`config.mk`:
```
export PLATFORM = sky130hd
export DESIGN_NAME = mpa_pos
export DESIGN_NICKNAME = d
export VERILOG_FILES = /design/src/rtl/mpa_pkg.sv /design/src/rtl/mpa_pos.sv
export SDC_FILE = /design/constraint.sdc
export NUM_CORES = 1
export LEC_CHECK = 0
export BUFFER_PORTS_ARGS = -buffer_cell sky130_fd_sc_hd__buf_2
export CORE_MARGIN = 5
export CORE_UTILIZATION = 45
export CTS_BUF_LIST = sky130_fd_sc_hd__clkbuf_8
export DETAILED_ROUTE_END_ITERATION = 12
export GPL_TIMING_DRIVEN = 0
export PLACE_DENSITY = 0.62
export SETUP_SLACK_MARGIN = 0.5
export SLEW_MARGIN = 20
export SYNTH_ARGS = -nofsm -noshare
export SYNTH_HDL_FRONTEND = slang
export SYNTH_SLANG_ARGS = --single-unit
```
`constraint.sdc`:
```
create_clock -name clk -period 3.12 [get_ports clk]
set_input_delay 0.156 -clock clk [delete_from_list [all_inputs] [get_ports clk]]
set_output_delay 0.156 -clock clk [all_outputs]
set_load 0.01 [all_outputs]
```
`src/rtl/mpa_pkg.sv`:
```
package mpa_pkg;

  localparam int DEF_MAX_BOARD   = 256;
  localparam int DEF_MAX_POOL    = 8;
  localparam int DEF_VALUE_WIDTH = 16;

  localparam int BOARD_CFG_W = 9;
  localparam int POOL_CFG_W  = 4;
  localparam int CFG_DATA_W  = 9;
  localparam int CFG_IDX_W   = 1;

  localparam logic [CFG_IDX_W-1:0] REG_BOARD_SIZE = 1'd0;
  localparam logic [CFG_IDX_W-1:0] REG_POOL_SIZE  = 1'd1;

  localparam logic [BOARD_CFG_W-1:0] BOARD_RESET = 9'd32;
  localparam logic [POOL_CFG_W-1:0]  POOL_RESET  = 4'd2;

  localparam int SEL_W     = 6;
  localparam int OUT_POS_W = 8;

  typedef struct packed {
    logic in_span;
    logic first;
    logic last;
    logic plane_last;
  } pos_flags_t;

endpackage

```
`src/rtl/mpa_pos.sv`:
```
module mpa_pos import mpa_pkg::*; #(
  parameter int MAX_BOARD = DEF_MAX_BOARD,
  parameter int MAX_POOL  = DEF_MAX_POOL,
  localparam int PW = (MAX_BOARD > 1) ? $clog2(MAX_BOARD) : 1
) (
  input  logic                  clk,
  input  logic                  rst_n,
  input  logic                  cfg_we,
  input  logic [CFG_IDX_W-1:0]  cfg_index,
  input  logic [CFG_DATA_W-1:0] cfg_data,
  input  logic                  acc,
  output pos_flags_t            flags,
  output logic [PW-1:0]         addr,
  output logic [SEL_W-1:0]      sel,
  output logic [OUT_POS_W-1:0]  orow,
  output logic [OUT_POS_W-1:0]  ocol
);

  localparam int QW = (MAX_POOL > 1) ? $clog2(MAX_POOL) : 1;
  localparam int BW = $clog2(MAX_BOARD + 1);
  localparam int KW = $clog2(MAX_POOL + 1);
  localparam int SW = ((BW > KW) ? BW : KW) + 2;
  localparam int CW = (BOARD_CFG_W > SW) ? BOARD_CFG_W : SW;
  localparam int MW = QW + KW + 1;

  function automatic logic [BW-1:0] sat_board(input logic [BOARD_CFG_W-1:0] raw);
    logic [CW-1:0] x;
    x = CW'(raw);
    if (x == '0) return BW'(1);
    if (x > CW'(MAX_BOARD)) return BW'(MAX_BOARD);
    return BW'(x);
  endfunction

  function automatic logic [KW-1:0] sat_pool(input logic [POOL_CFG_W-1:0] raw);
    logic [CW-1:0] x;
    x = CW'(raw);
    if (x == '0) return KW'(1);
    if (x > CW'(MAX_POOL)) return KW'(MAX_POOL);
    return KW'(x);
  endfunction

  logic [BW-1:0] board_r;
  logic [KW-1:0] pool_r;
  logic [PW-1:0] col_r, col_nxt, row_r, row_nxt;
  logic [PW-1:0] wcol_r, wcol_nxt, wrow_r, wrow_nxt;
  logic [PW-1:0] ocol_r, ocol_nxt, orow_r, orow_nxt;
  logic [QW-1:0] ciw_r, ciw_nxt, riw_r, riw_nxt;
  logic [SW-1:0] b_ext, p_ext;
  logic [MW-1:0] sel_full;

  assign b_ext = SW'(board_r);
  assign p_ext = SW'(pool_r);

  assign flags.in_span    = (SW'(wcol_r) + p_ext <= b_ext) && (SW'(wrow_r) + p_ext <= b_ext);
  assign flags.first      = (ciw_r == '0) && (riw_r == '0);
  assign flags.last       = (SW'(ciw_r) + SW'(1) == p_ext) && (SW'(riw_r) + SW'(1) == p_ext);
  assign flags.plane_last = (SW'(wcol_r) + (p_ext << 1) > b_ext)
                         && (SW'(wrow_r) + (p_ext << 1) > b_ext);

  assign sel_full = MW'(riw_r) * MW'(pool_r) + MW'(ciw_r);
  assign sel      = SEL_W'(sel_full);
  assign addr     = ocol_r;
  assign orow     = OUT_POS_W'(orow_r);
  assign ocol     = OUT_POS_W'(ocol_r);

  always_comb begin
    col_nxt  = col_r;
    row_nxt  = row_r;
    wcol_nxt = wcol_r;
    wrow_nxt = wrow_r;
    ocol_nxt = ocol_r;
    orow_nxt = orow_r;
    ciw_nxt  = ciw_r;
    riw_nxt  = riw_r;
    if (SW'(col_r) + SW'(1) >= b_ext) begin
      col_nxt  = '0;
      ciw_nxt  = '0;
      ocol_nxt = '0;
      wcol_nxt = '0;
      if (SW'(row_r) + SW'(1) >= b_ext) begin
        row_nxt  = '0;
        riw_nxt  = '0;
        orow_nxt = '0;
        wrow_nxt = '0;
      end else begin
        row_nxt = row_r + PW'(1);
        if (SW'(riw_r) + SW'(1) >= p_ext) begin
          riw_nxt  = '0;
          orow_nxt = orow_r + PW'(1);
          wrow_nxt = row_r + PW'(1);
        end else begin
          riw_nxt = riw_r + QW'(1);
        end
      end
    end else begin
      col_nxt = col_r + PW'(1);
      if (SW'(ciw_r) + SW'(1) >= p_ext) begin
        ciw_nxt  = '0;
        ocol_nxt = ocol_r + PW'(1);
        wcol_nxt = col_r + PW'(1);
      end else begin
        ciw_nxt = ciw_r + QW'(1);
      end
    end
  end

  always_ff @(posedge clk) begin
    if (!rst_n) begin
      board_r <= sat_board(BOARD_RESET);
      pool_r  <= sat_pool(POOL_RESET);
    end else if (cfg_we) begin
      if (cfg_index == REG_BOARD_SIZE) begin
        board_r <= sat_board(BOARD_CFG_W'(cfg_data));
      end
      if (cfg_index == REG_POOL_SIZE) begin
        pool_r <= sat_pool(POOL_CFG_W'(cfg_data));
      end
    end
  end

  always_ff @(posedge clk) begin
    if (!rst_n || (cfg_we && (cfg_index == REG_BOARD_SIZE || cfg_index == REG_POOL_SIZE))) begin
      col_r  <= '0;
      row_r  <= '0;
      wcol_r <= '0;
      wrow_r <= '0;
      ocol_r <= '0;
      orow_r <= '0;
      ciw_r  <= '0;
      riw_r  <= '0;
    end else if (acc) begin
      col_r  <= col_nxt;
      row_r  <= row_nxt;
      wcol_r <= wcol_nxt;
      wrow_r <= wrow_nxt;
      ocol_r <= ocol_nxt;
      orow_r <= orow_nxt;
      ciw_r  <= ciw_nxt;
      riw_r  <= riw_nxt;
    end
  end

endmodule

```
==> impl_metrics.yaml, run 1 <==
final_layout:
  stdcell_count: 973
  final_area_um2: 7606
  drive_above_1_share: 0.3433
  area_growth_pct: 33.57
  fin_nets: 915
  antenna_cells: 0
detailed_routing:
  vias: 5411
  drt_iter0_markers: 261
  postRouteAntennaNets: 0
  via_per_inst: 5.561
  wl_um: 16610
  drcViolationCount: 0
  wire_per_inst_um: 17.07
  dr.pass1.iters: 4
synth:
  synth_largest_area_cell: "dfxtp_1"
  synthMostInstantiatedCell: "ha_1"
  synth_top_family_by_area: "adder cells"
  synth-seq-area-share: 0.2356
  synth_warnings: 0
  synth_compound_area_frac: 0.1815
  syn_inst: 674
  synthTopCellsByCount: "97 x ha_1, 67 x dfxtp_1, 47 x nand2_1, 46 x a21oi_1, 41 x nor2_1"
  yosys.area_share.simple: 0.2046
  avgSynthCellArea_um2: 8.448
  synth-seq-cells: 67
  synthArstFlopShare: 0
  netlist_top_cells_area: "dfxtp_1 24%, ha_1 21%, a21oi_1 4.0%, xnor2_1 3.5%, nand3_1 3.4%"
  synth_cell_type_count: 57
  synth_area_um2: 5694
  synth_nets: 793
  yosys.area_share.adder: 0.2413
  synth.mux.area_fraction: 0.01450
  synth_xor_area_frac: 0.06460
  synth_edf_count: 0
  yosysTopAreaCellShare: 0.2356
  synthFlopType: "dfxtp_1"
sta:
  fin_crit_sh: 1.036
  fin_skew_ns: 0.02102
  period_minus_slack_ns: 3.231
  grt_setup_unrepaired: "true"
  hold_viol: 0
  slew_headroom: 0.4362
  fmax_mhz: 309.5
  fin_ws_ns: -0.1108
  drv_slew: 0
  finalSetupViolCount: 2
  setup-tns-final_ns: -0.2049
  worst_pin_slew_ns: 0.8457
outcome:
  status: "complete, but fails checks"
  violations: "setup timing"
clock_tree:
  worst_skew_pair.late_latency_ns: 0.38
  cts_root_buf: "clkbuf_8"
  htreeDepth: 3
  cts_buffer_depth: 2
  cts_made_buffers: 9
  clk_pin_slew_ns: 0.08
  clock-sinks: 67
  cts_tree: "yes"
critical_path:
  worst-path-max-fanout: 7
  critPathLaunchType: "register"
  crit_type: "reg2out"
  end_kind: "output pin"
  cp.required_ns: 2.96
  arrival_ns: 3.07
floorplanning:
  die_h_um: 122.5
  dieArea_um2: 15000
  io_pins: 48
  coreArea_um2: 12520
  rows: 41
  die_x_um: 122.5
  start_util: 0.4549
place:
  post-place-ws_ns: -0.06709
  dp_hpwl_um: 11120
  placed_area_um2: 6180
  portBuffers: 45
  placedCellCount: 891
  gp_congestion: 0.9144
job:
  maxCapViolCount: 0
global_route:
  grt_start_max_net_pins: 12
  grt_pass1_wl_um: 26050
  grt_pass1_vias: 5203
  antenna_found_initial: 0
  grt-ovfl-total: 0
  grt.total_usage: 0.2213
min_path:
  hp-class: "in2reg"
pwr:
  peakVddDrop_v: 0.0001444
  power.density_nw_per_um2: 275.0
  p_leak_nw: 3.482
  total_power_mw: 2.092
-- final timing paths --
check                              start                     end  slack (ns)  depth (start not counted)
hold / removal                     rst_n  pool_r[0]$_SDFFE_PN0P_        0.06                          2
setup / recovery  pool_r[2]$_SDFFE_PN0P_                flags[3]       -0.11                         13
setup reg to reg   col_r[1]$_SDFFE_PP0P_  wcol_r[0]$_SDFFE_PP0P_        0.35                         12
hold reg to reg     orow[5]$_SDFFE_PP0P_    orow[5]$_SDFFE_PP0P_        0.50                          1
-- worst max-delay path: stages, from the launching register on --
cell and delay (ns):
dfxtp_4 0.39, ha_1 0.36, nor2b_2 0.18, o21ai_1 0.13
nand2b_1 0.10, buf_4 0.14, buf_4 0.12, xor2_1 0.14
ha_1 0.29, nand3_2 0.09, or3_4 0.38, nand3_1 0.08
o221a_2 0.21, buf_6 0.10
-- cell type report --
class                           instances  area, um^2
Buffer                                 32       225.2
Tap cell                              172       215.2
Fill cell                            1078        4911
Multi-Input combinational cell        537        4631
Clock inverter                          5       53.80
Inverter                               39       146.4
Clock buffer                           11       151.4
Sequential cell                        67        1386
Timing Repair Buffer                  110       797.0
-- logic make-up after synthesis --
family,count (synthesis)
XOR/XNOR,42
buffers and inverters,71
AND/OR/NAND/NOR,224
AO/OA/AOI/OAI,157
multiplexers,8
flip-flops,67
adder cells (fa/ha/maj),105
-- routing by layer --
metal  track usage  vias to the layer above  part of all wire  wire [um]
met5             0                        -                 0          0
met4        0.1043                        0             0.028        468
met3       0.03364                       36             0.040        658
met2        0.3703                      107              0.49       8203
met1        0.2796                     2614              0.44       7280
li1              -                     2654                 -          -
-- through the flow --
| stage | hold WS [ns] | utilization |
|---|---|---|
| 2_1_floorplan | 0.2828 | - |
| 3_3_place_gp | 0.4393 | 0.4937 |
| 3_5_place_dp | 0.4436 | 0.4937 |
| 4_1_cts | 0.04527 | 0.5736 |
| 5_1_grt | 0.05129 | 0.6077 |
| 6_report | 0.06286 | 0.6077 |
-- power by group --
| part | internal [mW] | switching [mW] |
|---|---|---|
| logic | 0.187 | 0.238 |
| registers | 0.860 | 0.0166 |
| clock network | 0.409 | 0.381 |
-- registers in the layout (all words and copies together), names as in the netlist --
signal,cells
addr,8
pool_r,4
row_r,8
wcol_r,8
riw_r,3
orow,8
col_r,8
wrow_r,8
board_r,9
ciw_r,3
-- cell usage in the layout, fill, tap and decap left out, types with 7 or more instances in the layout --
master | netlist | layout
a211oi_2 | 0 | 7
dfxtp_2 | 0 | 12
o21ai_1 | 4 | 23
a22o_1 | 8 | 8
o21ai_2 | 1 | 9
xor2_1 | 19 | 16
dfxtp_1 | 67 | 47
a21oi_2 | 0 | 12
nand3_2 | 0 | 14
buf_4 | 10 | 57
buf_6 | 3 | 20
nand4_1 | 16 | 16
nand3_1 | 39 | 21
dfxtp_4 | 0 | 8
and3_1 | 13 | 11
ha_4 | 0 | 8
buf_2 | 3 | 44
nor3_1 | 11 | 11
nand2b_1 | 13 | 10
clkbuf_1 | 13 | 11
nor2_1 | 41 | 32
a21oi_1 | 46 | 34
ha_1 | 97 | 88
a21o_1 | 17 | 17
inv_1 | 39 | 37
nor2b_1 | 22 | 21
clkbuf_8 | 0 | 12
xnor2_1 | 23 | 21
nand2_1 | 47 | 44
-- timing repair --
action / CTS / global route
setup endpoints to repair: 60 / 56
gates resized for setup: 101 / 90
pin swaps: 52 / 59
setup buffers: 48 / 13
cloned: 4 / 1
hold buffers: 0 / 0
No activity file was read; power rests on OpenSTA's default activity.
==> run 2, diff against run 1 <==
--- a/config.mk
+++ b/config.mk
@@ -12,6 +12,7 @@
 export DETAILED_ROUTE_END_ITERATION = 12
 export GPL_TIMING_DRIVEN = 0
 export PLACE_DENSITY = 0.62
+export REMOVE_ABC_BUFFERS = 1
 export SETUP_SLACK_MARGIN = 0.5
 export SLEW_MARGIN = 20
 export SYNTH_ARGS = -nofsm -noshare
==> impl_metrics.yaml, run 2 (synthesized netlist as in run 1, its figures left out) <==
floorplanning:
  die_x_um: 122.5
  rows: 41
  die_h_um: 122.5
  start_util: 0.4549
  io_pins: 48
  dieArea_um2: 15000
  coreArea_um2: 12520
critical_path:
  crit_type: "reg2out"
  critPathLaunchType: "register"
  arrival_ns: 3.10
  r2r_slack_ns: 0.25
  end_kind: "output pin"
  cp.required_ns: 2.96
  worst-path-max-fanout: 5
sta:
  fmax_mhz: 307.4
  hold_viol: 0
  drv_slew: 0
  fin_skew_ns: 0.01110
  hold_ws_ns: 0.09080
  grt_setup_unrepaired: "true"
  slew_headroom: 0.2265
  fin_ws_ns: -0.1330
  fin_crit_sh: 1.043
  worst_pin_slew_ns: 1.160
  finalSetupViolCount: 3
  period_minus_slack_ns: 3.253
detailed_routing:
  wl_um: 16440
  postRouteAntennaNets: 0
  via_per_inst: 5.671
  vias: 5342
  dr.pass1.iters: 5
  drcViolationCount: 0
  wire_per_inst_um: 17.45
  drt_iter0_markers: 283
final_layout:
  final_area_um2: 7749
  fillCellCount: 1065
  largest_register: "board_r"
  stdcell_count: 942
  drive_above_1_share: 0.3818
  fin_nets: 884
  antenna_cells: 0
  area_growth_pct: 36.08
  final_common_cell: "ha_1"
  largest_register_ffs: 9
  final_cell_mix: "89 x ha_1, 48 x dfxtp_1, 45 x buf_2"
global_route:
  grt_pass1_vias: 5310
  grt_start_max_net_pins: 28
  grt_pass1_wl_um: 25310
  grt.total_usage: 0.2133
  grt-ovfl-total: 0
  antenna_found_initial: 0
clock_tree:
  clock-sinks: 67
  cts_tree: "yes"
  cts_made_buffers: 9
  worst_skew_pair.late_latency_ns: 0.37
  htreeDepth: 3
  cts_buffer_depth: 2
  clk_pin_slew_ns: 0.06
  cts_root_buf: "clkbuf_8"
place:
  placed_area_um2: 5978
  placedCellCount: 862
  dp_hpwl_um: 10430
  portBuffers: 47
  gp_congestion: 0.7856
pwr:
  p_seq_frac: 0.418
  p_sw_frac: 0.2977
  total_power_mw: 2.098
  clock_power_share: 0.365
  switchingPower_uw: 624.4
  peakVddDrop_v: 0.0001824
  p_leak_nw: 3.463
  comb_power_share: 0.217
  p_int_mw: 1.473
  power.density_nw_per_um2: 270.7
min_path:
  hp-class: "in2reg"
outcome:
  status: "complete, but fails checks"
  violations: "setup timing"
job:
  maxCapViolCount: 0
==> run 2: power groups by stage <==
stage	combinational, mW	sequential (mW)	clock, mW
final	0.455	0.877	0.765
after detailed placement	0.275	0.902	0
after floorplan	0.190	0.896	0
after global routing	0.493	0.879	0.812
after global placement	0.262	0.902	0
after CTS	0.386	0.876	0.783
==> run 2: cell type report <==
cell class	instances	area [um^2]	share of cell area
inverter	39	150.1	0.01938
sequential	67	1385	0.1788
timing repair buffer	111	930.9	0.1201
tap	172	215.2	0.02777
multi-input combinational	537	4862	0.6275
clock inverter	5	53.80	0.006943
clock buffer	11	151.4	0.01954
==> run 2: metal layers <==
metal,track usage,wire length [um],part of all wire
met2,0.3937,8573,0.52
met1,0.2445,6743,0.41
met4,0.08258,374,0.023
met5,0,0,0
met3,0.03502,751,0.046
==> run 2: worst paths after layout <==
| check | start | endpoint | cells after the start |
|---|---|---|---|
| worst max-delay path | pool_r[0]$_SDFFE_PN0P_ | flags[3] | 15 |
| worst min-delay path | cfg_index | pool_r[3]$_SDFFE_PN0P_ | 3 |
| worst max register to register | col_r[0]$_SDFFE_PP0P_ | wcol_r[2]$_SDFFE_PP0P_ | 13 |
| worst min register to register | board_r[5]$_SDFFE_PN1P_ | board_r[5]$_SDFFE_PN1P_ | 2 |
==> run 2: repair_timing <==
| item | in CTS | in global routing |
|---|---|---|
| hold buffers | 0 | 0 |
| pin swaps | 71 | 45 |
| buffers inserted | 45 | 15 |
| gates cloned | 4 | 0 |
| gates resized for setup | 152 | 107 |
| setup endpoints to repair | 60 | 60 |
==> run 2: metrics by stage <==
stage                     TNS (ns)  setup slack, ns  utilization
after floorplan                  0           0.2334            -
after global placement      -11.09          -0.4378       0.4762
after detailed placement    -13.18          -0.4537       0.4776
after CTS                  -0.1979          -0.1494       0.5750
after global routing       -0.6742          -0.2578       0.6191
final                      -0.1704          -0.1330       0.6191
==> run 2: worst max-delay path: stages (launching register included) <==
cell	delay (ns)
dfxtp_4	0.42
ha_4	0.15
inv_2	0.04
fa_2	0.38
nor2b_1	0.12
o21ai_1	0.08
nand2b_1	0.13
nand3_1	0.11
xnor2_1	0.15
ha_1	0.31
and3_4	0.16
nand3_2	0.08
a21oi_2	0.04
a211oi_2	0.23
o221a_4	0.23
buf_6	0.10
==> run 3, diff against run 2 <==
--- a/config.mk
+++ b/config.mk
@@ -11,7 +11,7 @@
 export CTS_BUF_LIST = sky130_fd_sc_hd__clkbuf_8
 export DETAILED_ROUTE_END_ITERATION = 12
 export GPL_TIMING_DRIVEN = 0
-export PLACE_DENSITY = 0.62
+export PLACE_DENSITY = 0.64
 export REMOVE_ABC_BUFFERS = 1
 export SETUP_SLACK_MARGIN = 0.5
 export SLEW_MARGIN = 20
==> impl_metrics.yaml, run 3 (synthesized netlist as in run 1, its figures left out) <==
floorplanning:
  coreArea_um2: 12520
  die_x_um: 122.5
  die_h_um: 122.5
  io_pins: 48
  dieArea_um2: 15000
  rows: 41
  start_util: 0.4549
sta:
  fin_crit_sh: 1.055
  fin_ws_ns: -0.1711
  hold_viol: 0
  worst_pin_slew_ns: 1.170
  drv_slew: 0
  grt_setup_unrepaired: "true"
  period_minus_slack_ns: 3.291
  fin_skew_ns: 0.01798
  finalSetupViolCount: 4
  slew_headroom: 0.2203
  fmax_mhz: 303.8
final_layout:
  antenna_cells: 0
  stdcell_count: 954
  largest_register_ffs: 9
  fin_nets: 896
  final_area_um2: 7736
  final_common_cell: "ha_1"
  fillCellCount: 1017
  drive_above_1_share: 0.3721
  area_growth_pct: 35.86
  final_cell_mix: "87 x ha_1, 50 x dfxtp_1, 45 x buf_2"
  largest_register: "board_r"
job:
  maxCapViolCount: 0
critical_path:
  worst-path-max-fanout: 6
  arrival_ns: 3.14
  crit_type: "reg2out"
  crit_slowest_cell: "dfxtp_4"
  critPathLaunchType: "register"
  cp.required_ns: 2.96
  end_kind: "output pin"
  cpPeakStageDelay_ns: 0.39
  path_cells: "buf_4 > ha_2 > fa_2 > a21o_1 > a21oi_2 > nor2_1 > xor2_1 > ha_1 > buf_4 > a211oi_2 > o21ai_1 > o311ai_2 > a21oi_2 > buf_2"
clock_tree:
  cts_made_buffers: 9
  holdBufCountCts: 0
  clk_pin_slew_ns: 0.07
  cts_tree: "yes"
  cts_root_buf: "clkbuf_8"
  htreeDepth: 3
  worst_skew_pair.late_latency_ns: 0.38
  cts_buffer_depth: 2
  clock-sinks: 67
detailed_routing:
  wire_per_inst_um: 17.24
  drcViolationCount: 0
  via_per_inst: 5.664
  drt_iter0_markers: 325
  vias: 5403
  dr.pass1.iters: 5
  wl_um: 16450
  postRouteAntennaNets: 0
outcome:
  status: "complete, but fails checks"
  violations: "setup timing"
place:
  portBuffers: 47
  placedCellCount: 862
  dp_hpwl_um: 10200
  placed_area_um2: 5978
  gp_congestion: 0.8180
global_route:
  met2_usage: 0.3586
  grt.busiest_layer: "met2"
  antenna_found_initial: 0
  grt.total_usage: 0.2024
  grt_start_max_net_pins: 27
  grt_util_met3: 0.03134
  grtUsageMet1: 0.2408
  grt_pass1_wl_um: 24120
  grt-ovfl-total: 0
  grt_pass1_vias: 5061
pwr:
  total_power_mw: 2.011
  p_leak_nw: 3.465
  power.density_nw_per_um2: 259.9
  peakVddDrop_v: 0.0001883
min_path:
  hp-class: "in2reg"
run 3: cell count changes in the layout (fill, tap and decap cells not counted), moves of 3 or more:
cell / change
buf_4: +9
buf_6: +5
nand3_1: +3
o21ai_0: +3
o31ai_2: -3
run 3: layer usage:
| metal | vias up | wire, um |
|---|---|---|
| met3 | 36 | 640 |
| met1 | 2608 | 6917 |
| li1 | 2621 | - |
| met4 | 0 | 478 |
| met2 | 138 | 8414 |
| met5 | - | 0 |
run 3: power breakdown:
part           switching, mW  total (mW)  internal (mW)
Combinational          0.244       0.452          0.208
Sequential            0.0165       0.876          0.860
Clock                  0.391       0.682          0.292
Total                  0.651        2.01           1.36
run 3: layout make-up:
type	count	area, um^2	share of cell area
multi-input combinational	536	4777	0.6175
timing repair buffer	124	1035	0.1338
inverter	39	150.1	0.01941
sequential	67	1383	0.1787
tap	172	215.2	0.02782
clock buffer	9	123.9	0.01601
clock inverter	7	52.55	0.006793
run 3: stage by stage:
stage	hold slack (ns)	setup TNS [ns]	setup WS, ns	util
finish	0.07546	-0.4210	-0.1711	0.6181
global route	0.07105	-0.9189	-0.3164	0.6181
CTS	0.06941	-0.2358	-0.1333	0.5523
detailed placement	0.4653	-14.54	-0.5916	0.4776
global placement	0.4566	-10.50	-0.4085	0.4762
floorplan	0.2473	0	0.2334	-
run 3: repair_timing:
| action | CTS | global route |
|---|---|---|
| hold endpoints to repair | 0 | 0 |
| pin swaps | 47 | 63 |
| setup endpoints to repair | 61 | 60 |
| gates cloned | 1 | 1 |
| buffers inserted | 46 | 28 |
| resized for setup | 101 | 131 |
run 3: final timing paths:
| path | slack, ns | start | cells after the start | endpoint |
|---|---|---|---|---|
| setup / recovery | -0.17 | pool_r[0]$_SDFFE_PN0P_ | 14 | flags[0] |
| hold / removal | 0.08 | cfg_index | 3 | pool_r[3]$_SDFFE_PN0P_ |
| setup reg to reg | 0.31 | col_r[0]$_SDFFE_PP0P_ | 14 | orow[3]$_SDFFE_PP0P_ |
| hold reg to reg | 0.48 | board_r[5]$_SDFFE_PN1P_ | 2 | board_r[5]$_SDFFE_PN1P_ |
run 3: worst max-delay path, delay by kind of cell, from the launching register on:
family	cells	cell delay, ns
compound gates	6	0.84
simple gates	1	0.07
flops	1	0.39
xor+xnor	1	0.14
fa+ha+maj	3	0.86
buf+inv	3	0.45
